[config.mk]
export PLATFORM = sky130hd
export DESIGN_NAME = mwc_random_draw
export DESIGN_NICKNAME = d
export VERILOG_FILES = /design/src/rtl/mwc_pkg.sv /design/src/rtl/mwc_ctrl.sv /design/src/rtl/mwc_dp.sv /design/src/rtl/mwc_random_draw.sv
export SDC_FILE = /design/constraint.sdc
export NUM_CORES = 2
export LEC_CHECK = 0
export ABC_AREA = 1
export BUFFER_PORTS_ARGS = -buffer_cell sky130_fd_sc_hd__buf_2
export CAP_MARGIN = 40
export CORE_MARGIN = 5
export CORE_UTILIZATION = 45
export CTS_BUF_LIST = sky130_fd_sc_hd__clkbuf_8 sky130_fd_sc_hd__clkbuf_16
export CTS_CLUSTER_SIZE = 30
export DETAILED_ROUTE_END_ITERATION = 7
export SLEW_MARGIN = 20
export SYNTH_ARGS = -nofsm -noshare
export SYNTH_HDL_FRONTEND = slang
export SYNTH_SLANG_ARGS = --single-unit
[constraint.sdc]
create_clock -name clk -period 12.8 [get_ports clk]
set_clock_uncertainty 0.2 [all_clocks]
set_input_delay 1.92 -clock clk [delete_from_list [all_inputs] [get_ports clk]]
set_output_delay 1.92 -clock clk [all_outputs]
set_load 0.005 [all_outputs]
[src/rtl/mwc_pkg.sv]
package mwc_pkg;

  localparam logic [31:0] SEED_Z_BASE = 32'd362436069;
  localparam logic [31:0] SEED_W_BASE = 32'd521288629;
  localparam logic [31:0] SEED_MULT   = 32'd2654435761;
  localparam logic [31:0] Z_MULT      = 32'd36969;
  localparam logic [31:0] W_MULT      = 32'd18000;
  localparam logic [31:0] RANGE_RESET = 32'd20;

  localparam int unsigned DIV_STEPS = 32;
  localparam int unsigned CNT_W     = $clog2(DIV_STEPS);

  typedef enum logic {
    OP_DRAW   = 1'b0,
    OP_RESEED = 1'b1
  } opcode_t;

  typedef enum logic [2:0] {
    ST_IDLE,
    ST_EXEC,
    ST_DIV_LOAD,
    ST_DIV,
    ST_FINISH
  } state_t;

  typedef struct packed {
    logic load_item;
    logic seed_load;
    logic advance;
    logic div_load;
    logic div_step;
    logic out_load;
  } cmd_t;

  typedef struct packed {
    opcode_t opcode;
    logic    div_last;
    logic    out_free;
  } status_t;

endpackage

[src/rtl/mwc_ctrl.sv]
module mwc_ctrl (
  input  logic             clk,
  input  logic             rst,
  input  logic             s_axis_tvalid,
  output logic             s_axis_tready,
  input  mwc_pkg::status_t status,
  output mwc_pkg::cmd_t    cmd
);

  mwc_pkg::state_t state;
  mwc_pkg::state_t state_next;

  always_ff @(posedge clk) begin
    if (rst) begin
      state <= mwc_pkg::ST_IDLE;
    end else begin
      state <= state_next;
    end
  end

  always_comb begin
    state_next    = state;
    cmd           = '0;
    s_axis_tready = 1'b0;
    unique case (state)
      mwc_pkg::ST_IDLE: begin
        s_axis_tready = 1'b1;
        if (s_axis_tvalid) begin
          cmd.load_item = 1'b1;
          state_next    = mwc_pkg::ST_EXEC;
        end
      end
      mwc_pkg::ST_EXEC: begin
        if (status.opcode == mwc_pkg::OP_RESEED) begin
          cmd.seed_load = 1'b1;
          state_next    = mwc_pkg::ST_IDLE;
        end else begin
          cmd.advance = 1'b1;
          state_next  = mwc_pkg::ST_DIV_LOAD;
        end
      end
      mwc_pkg::ST_DIV_LOAD: begin
        cmd.div_load = 1'b1;
        state_next   = mwc_pkg::ST_DIV;
      end
      mwc_pkg::ST_DIV: begin
        cmd.div_step = 1'b1;
        if (status.div_last) begin
          state_next = mwc_pkg::ST_FINISH;
        end
      end
      mwc_pkg::ST_FINISH: begin
        // hold the result until the output register has room
        if (status.out_free) begin
          cmd.out_load = 1'b1;
          state_next   = mwc_pkg::ST_IDLE;
        end
      end
      default: begin
        state_next = mwc_pkg::ST_IDLE;
      end
    endcase
  end

  a_load_only_when_free: assert property (@(posedge clk) disable iff (rst)
    cmd.out_load |-> status.out_free)
    else $error("result loaded over an unread beat");

  a_exec_follows_accept: assert property (@(posedge clk) disable iff (rst)
    (s_axis_tvalid && s_axis_tready) |=> (state == mwc_pkg::ST_EXEC))
    else $error("accepted beat not executed");

  a_div_done_in_order: assert property (@(posedge clk) disable iff (rst)
    (state == mwc_pkg::ST_DIV && status.div_last) |=> (state == mwc_pkg::ST_FINISH))
    else $error("divider end missed");

endmodule

[src/rtl/mwc_dp.sv]
module mwc_dp (
  input  logic             clk,
  input  logic             rst,
  input  logic             s_axis_tuser,  // [0] opcode
  input  logic [31:0]      s_axis_tdata,  // [31:0] seed
  input  logic             cfg_valid,
  output logic             cfg_ready,
  input  logic [31:0]      cfg_data,
  output logic             m_axis_tvalid,
  input  logic             m_axis_tready,
  output logic [63:0]      m_axis_tdata,  // [31:0] bounded_value, [63:32] raw_word
  input  mwc_pkg::cmd_t    cmd,
  output mwc_pkg::status_t status
);

  mwc_pkg::opcode_t           opcode;
  logic [31:0]                seed;
  logic [31:0]                first_half;
  logic [31:0]                second_half;
  logic [31:0]                range_limit;
  logic [31:0]                rem;
  logic [31:0]                quo;
  logic [mwc_pkg::CNT_W-1:0]  cnt;

  logic [31:0] scrambled;
  logic [31:0] seed_z;
  logic [31:0] seed_w;
  logic [31:0] adv_z;
  logic [31:0] adv_w;
  logic [31:0] raw;
  logic [32:0] trial;
  logic        trial_ge;
  logic [31:0] rem_next;

  assign cfg_ready = 1'b1;

  assign scrambled = seed * mwc_pkg::SEED_MULT;
  assign seed_z    = mwc_pkg::SEED_Z_BASE ^ seed;
  assign seed_w    = mwc_pkg::SEED_W_BASE ^ scrambled;

  assign adv_z = mwc_pkg::Z_MULT * {16'h0000, first_half[15:0]}
               + {16'h0000, first_half[31:16]};
  assign adv_w = mwc_pkg::W_MULT * {16'h0000, second_half[15:0]}
               + {16'h0000, second_half[31:16]};

  assign raw = {first_half[15:0], 16'h0000} + second_half;

  // restoring remainder, one dividend bit per cycle; a zero limit leaves raw
  assign trial    = {rem, quo[31]};
  assign trial_ge = trial >= {1'b0, range_limit};
  assign rem_next = trial_ge ? 32'(trial - {1'b0, range_limit}) : trial[31:0];

  assign status.opcode   = opcode;
  assign status.div_last = (cnt == mwc_pkg::CNT_W'(mwc_pkg::DIV_STEPS - 1));
  assign status.out_free = !m_axis_tvalid || m_axis_tready;

  always_ff @(posedge clk) begin
    if (rst) begin
      range_limit <= mwc_pkg::RANGE_RESET;
      first_half  <= mwc_pkg::SEED_Z_BASE;
      second_half <= mwc_pkg::SEED_W_BASE;
      cnt         <= '0;
    end else begin
      if (cfg_valid && cfg_ready) begin
        range_limit <= cfg_data;
      end
      if (cmd.seed_load) begin
        first_half  <= (seed_z == 32'd0) ? 32'd1 : seed_z;
        second_half <= (seed_w == 32'd0) ? 32'd1 : seed_w;
      end else if (cmd.advance) begin
        first_half  <= adv_z;
        second_half <= adv_w;
      end
      if (cmd.div_load) begin
        cnt <= '0;
      end else if (cmd.div_step) begin
        cnt <= cnt + 1'b1;
      end
    end
  end

  always_ff @(posedge clk) begin
    if (cmd.load_item) begin
      opcode <= mwc_pkg::opcode_t'(s_axis_tuser);
      seed   <= s_axis_tdata;
    end
    if (cmd.div_load) begin
      rem <= '0;
      quo <= raw;
    end else if (cmd.div_step) begin
      rem <= rem_next;
      quo <= {quo[30:0], 1'b0};
    end
  end

  always_ff @(posedge clk) begin
    if (rst) begin
      m_axis_tvalid <= 1'b0;
    end else if (cmd.out_load) begin
      m_axis_tvalid <= 1'b1;
    end else if (m_axis_tready) begin
      m_axis_tvalid <= 1'b0;
    end
  end

  always_ff @(posedge clk) begin
    if (cmd.out_load) begin
      m_axis_tdata <= {raw, rem};
    end
  end

  a_halves_nonzero: assert property (@(posedge clk) disable iff (rst)
    (first_half != 32'd0) && (second_half != 32'd0))
    else $error("generator half stuck at zero");

  a_rem_below_limit: assert property (@(posedge clk) disable iff (rst)
    (cmd.out_load && range_limit != 32'd0) |-> (rem < range_limit))
    else $error("remainder not below range limit");

  a_result_matches_raw: assert property (@(posedge clk) disable iff (rst)
    cmd.out_load |=> (m_axis_tdata[63:32] == $past(raw)))
    else $error("raw word in beat differs from state");

endmodule

[src/rtl/mwc_random_draw.sv]
// A draw beat passes ST_EXEC, ST_DIV_LOAD, the 32-step restoring remainder in ST_DIV
// and ST_FINISH, then presents its result; a reseed beat passes ST_EXEC and gives none.
// A new beat is accepted only in ST_IDLE, once the last one is through. A result in the
// output register does not block input; the next one waits in ST_FINISH for room.
// Reset (rst, synchronous, active high): generator as seeded with zero, range limit 20,
// no result pending.
module mwc_random_draw (
  input  logic        clk,
  input  logic        rst,
  input  logic        s_axis_tvalid,
  output logic        s_axis_tready,
  input  logic [31:0] s_axis_tdata,  // [31:0] seed
  input  logic        s_axis_tuser,  // [0] opcode
  output logic        m_axis_tvalid,
  input  logic        m_axis_tready,
  output logic [63:0] m_axis_tdata,  // [31:0] bounded_value, [63:32] raw_word
  input  logic        cfg_valid,
  output logic        cfg_ready,
  input  logic [31:0] cfg_data       // range_limit
);

  mwc_pkg::cmd_t    cmd;
  mwc_pkg::status_t status;

  mwc_ctrl u_ctrl (
    .clk           (clk),
    .rst           (rst),
    .s_axis_tvalid (s_axis_tvalid),
    .s_axis_tready (s_axis_tready),
    .status        (status),
    .cmd           (cmd)
  );

  mwc_dp u_dp (
    .clk           (clk),
    .rst           (rst),
    .s_axis_tuser  (s_axis_tuser),
    .s_axis_tdata  (s_axis_tdata),
    .cfg_valid     (cfg_valid),
    .cfg_ready     (cfg_ready),
    .cfg_data      (cfg_data),
    .m_axis_tvalid (m_axis_tvalid),
    .m_axis_tready (m_axis_tready),
    .m_axis_tdata  (m_axis_tdata),
    .cmd           (cmd),
    .status        (status)
  );

endmodule
### Word-level counts from Yosys, hierarchy flattened

Index checks and enable logic that the tools add are counted.

| cells by class | value |
|---|---|
| multiply operators | 3 |
| reduce and logical (&&, ||, !) cells | 10 |
| add/sub/neg operators | 5 |
| $lt $le $gt $ge | 1 |
| eq/ne operators | 8 |
| bitwise operators | 2 |
| muxes and demuxes | 26 |

Operators by type and width:

| kind | count |
|---|---|
| 2-to-1 mux 32 bit | 9 |
| logical NOT 32 bit | 2 |
| greater-or-equal comparator 33 x 32 -> 1 bit | 1 |
| adder 31 x 16 -> 32 bit | 1 |
| adder 32 x 16 -> 32 bit | 1 |
| adder 32 bit | 1 |
| multiplier 16 x 16 -> 32 bit (first input constant) | 1 |
| multiplier 32 x 32 -> 32 bit (second input constant) | 1 |
| subtractor 32 bit | 1 |
| multiplier 11 x 16 -> 27 bit (first input constant) | 1 |
| NOT 17 bit | 1 |
| NOT 16 bit | 1 |
| case mux 3 bit (5 select lines) | 1 |
| 2-to-1 mux 1 bit | 11 |
| 2-to-1 mux 3 bit | 3 |
| equality test 3 x 2 -> 1 bit (second input constant) | 2 |
| inequality test 2 bit (second input constant) | 3 |
| nonzero test 2 bit | 3 |
| adder 5 x 1 -> 5 bit (second input constant) | 1 |
| equality test 5 bit (second input constant) | 1 |
| 2-to-1 mux 2 bit | 2 |
| equality test 3 x 1 -> 1 bit (second input constant) | 1 |
| equality test 3 bit (second input constant) | 1 |
| logical NOT 3 bit | 1 |
| 4 further kinds | 4 |

| storage, ports and cells | value |
|---|---|
| output and inout bits | 67 |
| register bits | 266 |

### Longest topological paths before layout

| logic depth | value |
|---|---|
| depth after elaboration | 5 |
| mapped depth | 33 |
| gate-level depth less buffers | 33 |

### Hierarchy

From an unflattened synthesis, not the netlist that was laid out.

| second synthesis, totals | value |
|---|---|
| cell total of the unflattened synthesis | 3640 |
| area, all modules | 30419.2 um2 |

Modules (own cells, without submodules):

| module | area each (um2) | instances | cells each |
|---|---|---|---|
| mwc_dp | 30180.2 | 1 | 3602 |
| mwc_ctrl | 239.0 | 1 | 38 |

### Least setup slack after synthesis

OpenSTA, ideal clock, no wires.

| path | value |
|---|---|
| kind | register to register |
| start | reg u_dp.seed[13] |
| end | reg u_dp.second_half[1] |
| stages on the path, launching flop included | 29 |
| slack | 5.863 ns |
| arrival time | 6.605 ns |
| path through | edfxtp_1 -> inv_1 -> fa_1 -> fa_1 -> inv_1 -> fa_1 -> fa_1 -> inv_1 -> fa_1 -> inv_1 -> fa_1 -> fa_1 -> inv_1 -> fa_1 -> inv_1 -> ha_1 -> nand2_1 -> nor2_1 -> nor3b_1 -> nand3_1 -> nand3_1 -> inv_1 -> or2_2 -> nand2_1 -> nand3_1 -> nor2_1 -> nand4_1 -> nand2_1 -> a21oi_1 |

| between the ends | value |
|---|---|
| word-level cells in the longest chain between the ends | 5 |

Ends and longest elaborated chain:

| what | RTL line | source |
|---|---|---|
| start, declared | mwc_dp.sv:17 | `logic [31:0] seed;` |
| start signal, assigned | mwc_dp.sv:85 | `seed <= s_axis_tdata;` |
| multiplier 32 x 32 -> 32 bit (*) | mwc_dp.sv:37 | `assign scrambled = seed * mwc_pkg::SEED_MULT;` |
| NOT 17 bit (no source line) | -- |  |
| logical NOT 32 bit (*) | mwc_dp.sv:69 | `second_half <= (seed_w == 32'd0) ? 32'd1 : seed_w;` |
| 2-to-1 mux 32 bit (*) | mwc_dp.sv:69 |  |
| 2-to-1 mux 32 bit (*) | mwc_dp.sv:67 | `if (cmd.seed_load) begin` |
| end signal, assigned | mwc_dp.sv:61 | `second_half <= mwc_pkg::SEED_W_BASE;` |
| end signal, assigned | mwc_dp.sv:69 |  |
| end signal, assigned | mwc_dp.sv:72 | `second_half <= adv_w;` |
| end, declared | mwc_dp.sv:19 | `logic [31:0] second_half;` |

Every way passes the cells marked *; elsewhere a longest branch is shown, timed or not.
A chain may end at the register's enable or synchronous reset.

### Worst setup path in the final report

| path | value |
|---|---|
| start | reg u_dp.seed[15] |
| end | reg u_dp.second_half[1] |

The elaborated chain is that of the path after synthesis.

==> results_dict.tcl <==
set metrics [dict create \
    setup_violations 0 \
    synthCells 3494 \
    min_period_ns 7.786 \
    cp_slowest_stage_delay_ns 0.78 \
    critPathArrivalTime_ns 8.02 \
    async_flop_share 0 \
    cp_slowest_cell "edfxtp_1" \
    area_growth_syn_to_layout_pct 9.475 \
    status "finished, final reports clean" \
    vias 23340 \
    rr_startpoint "u_dp.seed[15]$_DFFE_PP_" \
    insertion_delay_ns 0.60 \
    grt_pass1_wl_um 129400 \
    yosys.area_share.simple 0.1490 \
    antenna_found_initial 1 \
    io_buffers 135 \
    hp-class "reg2reg" \
    path_clk_slew_ns 0.06 \
    synth_top_family_by_area "adder cells" \
    finalSetupTns_ns 0 \
    drt_iter0_markers 1460 \
    cts.sinks 266 \
    yosys_warnings 0 \
    synth_fp_nets 4356 \
    r2r_slack_ns 5.01 \
    ys_seq_area_frac 0.2220 \
    fp.dieH_um 267.4 \
    hpwlAfterDp_um 67180 \
    holdPathStages 2 \
    synth_adder_area_share 0.4065 \
    cap_violations 0 \
    dr_wl_met3_um 3969 \
    startpoint_type "register" \
    final_cell_mix "inv_1, nand2_1, ha_1" \
    worst_slew_pin_slew_ns 0.7695 \
    path_class "reg2reg" \
    ys_ff_latch 266 \
    fin_nets 4494 \
    drt_wl_total_um 81720 \
    crit_top_cell "fa_1" \
    drive_gt1_frac 0.06563 \
    cts_root_buf "clkbuf_16" \
    grt-ovfl-total 0 \
    syn_area_um2 29800 \
    grt_max_degree 65 \
    hold_viol 0 \
    routedWlPerCell_um 18.08 \
    grt_pass1_vias 23330 \
    wl_met1_um 37670 \
    muxShareOfSynthArea 0 \
    fmax_ghz 0.1284 \
    ios 137 \
    cts_buffers 31 \
    worstReg2RegEnd "u_dp.second_half[1]$_SDFFE_PP0P_" \
    via_per_inst 5.161 \
    rsz0062_at_grt "no" \
    worstHoldStart "u_dp.range_limit[17]$_SDFFE_PP0P_" \
    rr_worst_depth 28 \
    synth_edf_count 129 \
    core_um2 65750 \
    layout_commonest_cell "inv_1" \
    top_layer_used "met5" \
    h-tree-depth 1 \
    drt.antenna.violating_nets 0 \
    cts_resized 0 \
    dr_wl_met2_um 37700 \
    critPathCaptureType "register" \
    relSlewSlack 0.4870 \
    place_congestion 0.9413 \
    slew_violations 0 \
    placementRows 94 \
    post_cts_buffers 0 \
    cts_tree "built" \
    yosys.area_share.xor_xnor 0.03086 \
    drcViolationCount 0 \
    synth_ff_type "dfxtp_1" \
    first_pass_iters 5 \
    cts_hold_buf 0 \
    synth.distinct_cells 52 \
    finalCritPeriodShare 0.6083 \
    n_antenna_cell 0 \
    syn_avg_cell_area_um2 8.530 \
    initial_core_util 0.4533 \
    synth_compound_area_frac 0.09198 \
    cts_buffer_depth 3 \
    grt_use_total 0.2279 \
    min_to "u_dp.range_limit[17]$_SDFFE_PP0P_" \
    critPathRequiredTime_ns 13.03 \
    die-area_um2 71480 \
    die_x_um 267.4 \
    worst-path-max-fanout 8 \
]
## worst max-delay path: cells and delay by family, from the launching register on
kind	cells	cell delay (ns)
AO/OA/AOI/OAI	1	0.06
adder cells (fa/ha/maj)	9	4.43
buffers and inverters	7	0.57
flip-flops	1	0.78
AND/OR/NAND/NOR	11	1.56
## cell type report
class / count / area (µm²)
clock buffer: 35 / 853.3
timing repair buffer: 159 / 943.4
clock inverter: 23 / 147.6
multi-input combinational: 2448 / 20260
fill: 6407 / 33120
tap: 864 / 1081
sequential: 266 / 6616
inverter: 726 / 2725
## worst max-delay path by stage
stage | start | endpoint | slack (ns) | depth (start not counted)
6_report | u_dp.seed[15]$_DFFE_PP_ | u_dp.second_half[1]$_SDFFE_PP0P_ | 5.01 | 28
5_1_grt | u_dp.seed[15]$_DFFE_PP_ | u_dp.second_half[3]$_SDFFE_PP0P_ | 4.68 | 28
4_1_cts | u_dp.seed[13]$_DFFE_PP_ | u_dp.second_half[1]$_SDFFE_PP0P_ | 5.04 | 28
3_5_place_dp | u_dp.seed[13]$_DFFE_PP_ | u_dp.second_half[1]$_SDFFE_PP0P_ | 5.07 | 28
3_3_place_gp | u_dp.seed[15]$_DFFE_PP_ | u_dp.second_half[1]$_SDFFE_PP0P_ | 5.06 | 28
2_1_floorplan | u_dp.seed[13]$_DFFE_PP_ | u_dp.second_half[1]$_SDFFE_PP0P_ | 5.86 | 28
## routing by layer
| metal | track usage | vias up |
|---|---|---|
| li1 | - | 11550 |
| met1 | 0.3229 | 11110 |
| met2 | 0.3785 | 557 |
| met3 | 0.02104 | 120 |
| met4 | 0.05869 | 2 |
| met5 | 0 | - |
## sequential cells by signal, summed over array words and instances, names as in the netlist
name / count
u_dp.m_axis_tdata: 64
u_dp.cnt: 5
u_dp.first_half: 32
u_dp.opcode: 1
u_dp.second_half: 32
u_dp.seed: 32
u_dp.rem: 32
u_ctrl.state: 3
u_dp.quo: 32
u_dp.range_limit: 32
u_dp.m_axis_tvalid: 1
## cells by family (layout without fill, tap and decap cells)
group,Yosys count,after routing
AND/OR/NAND/NOR,1062,1062
adder cells (fa/ha/maj),792,792
buffers and inverters,780,943
other,1,1
XOR/XNOR,105,105
AO/OA/AOI/OAI,488,488
flip-flops,266,266
## synth_stat cells, types with 2 or more instances
master	instances	area (µm²)
xnor2_1	46	402.9
nand3b_1	23	172.7
nand4_1	24	150.1
a21oi_2	2	17.52
nand2_1	652	2447
inv_1	726	2725
edfxtp_1	129	3874
o21ai_0	130	650.6
o31ai_1	5	37.54
a21oi_1	219	1096
fa_1	294	5886
nand3_1	119	595.6
buf_6	4	45.04
a21o_1	18	135.1
nand2_4	2	22.52
o21ai_1	31	155.2
and2_1	4	25.02
ha_1	498	6231
clkbuf_1	41	153.9
a221oi_1	9	78.83
a31oi_1	20	125.1
dfxtp_1	137	2743
o22ai_1	3	18.77
buf_1	5	18.77
nor2_1	178	668.1
o21bai_1	9	67.56
nand3_2	2	20.02
nand2_2	3	18.77
buf_2	3	15.01
nor3_2	2	20.02
o21a_1	2	15.01
nor3_1	28	140.1
nor3b_1	2	15.01
or2_2	9	56.30
nor2_2	4	25.02
a211oi_1	3	22.52
nor4_1	7	43.79
xor2_1	59	516.8
o21ai_2	2	17.52
o211ai_1	15	112.6
o221ai_1	14	122.6
## per-stage QoR
step | worst slack, ns | hold slack, ns | utilization | std cells | cell area (µm²)
after floorplan | 5.863 | 0.2331 | - | 3494 | 29800
after global placement | 5.062 | 0.2510 | 0.4791 | 4458 | 31500
after detailed placement | 5.067 | 0.2607 | 0.4800 | 4460 | 31560
after CTS | 5.043 | 0.2692 | 0.4952 | 4518 | 32560
after global routing | 4.676 | 0.2861 | 0.4963 | 4521 | 32630
final | 5.014 | 0.2673 | 0.4963 | 4521 | 32630
Power is not shown: default switching activity piles up to over one toggle a cycle in this logic, so the estimate is an artifact.
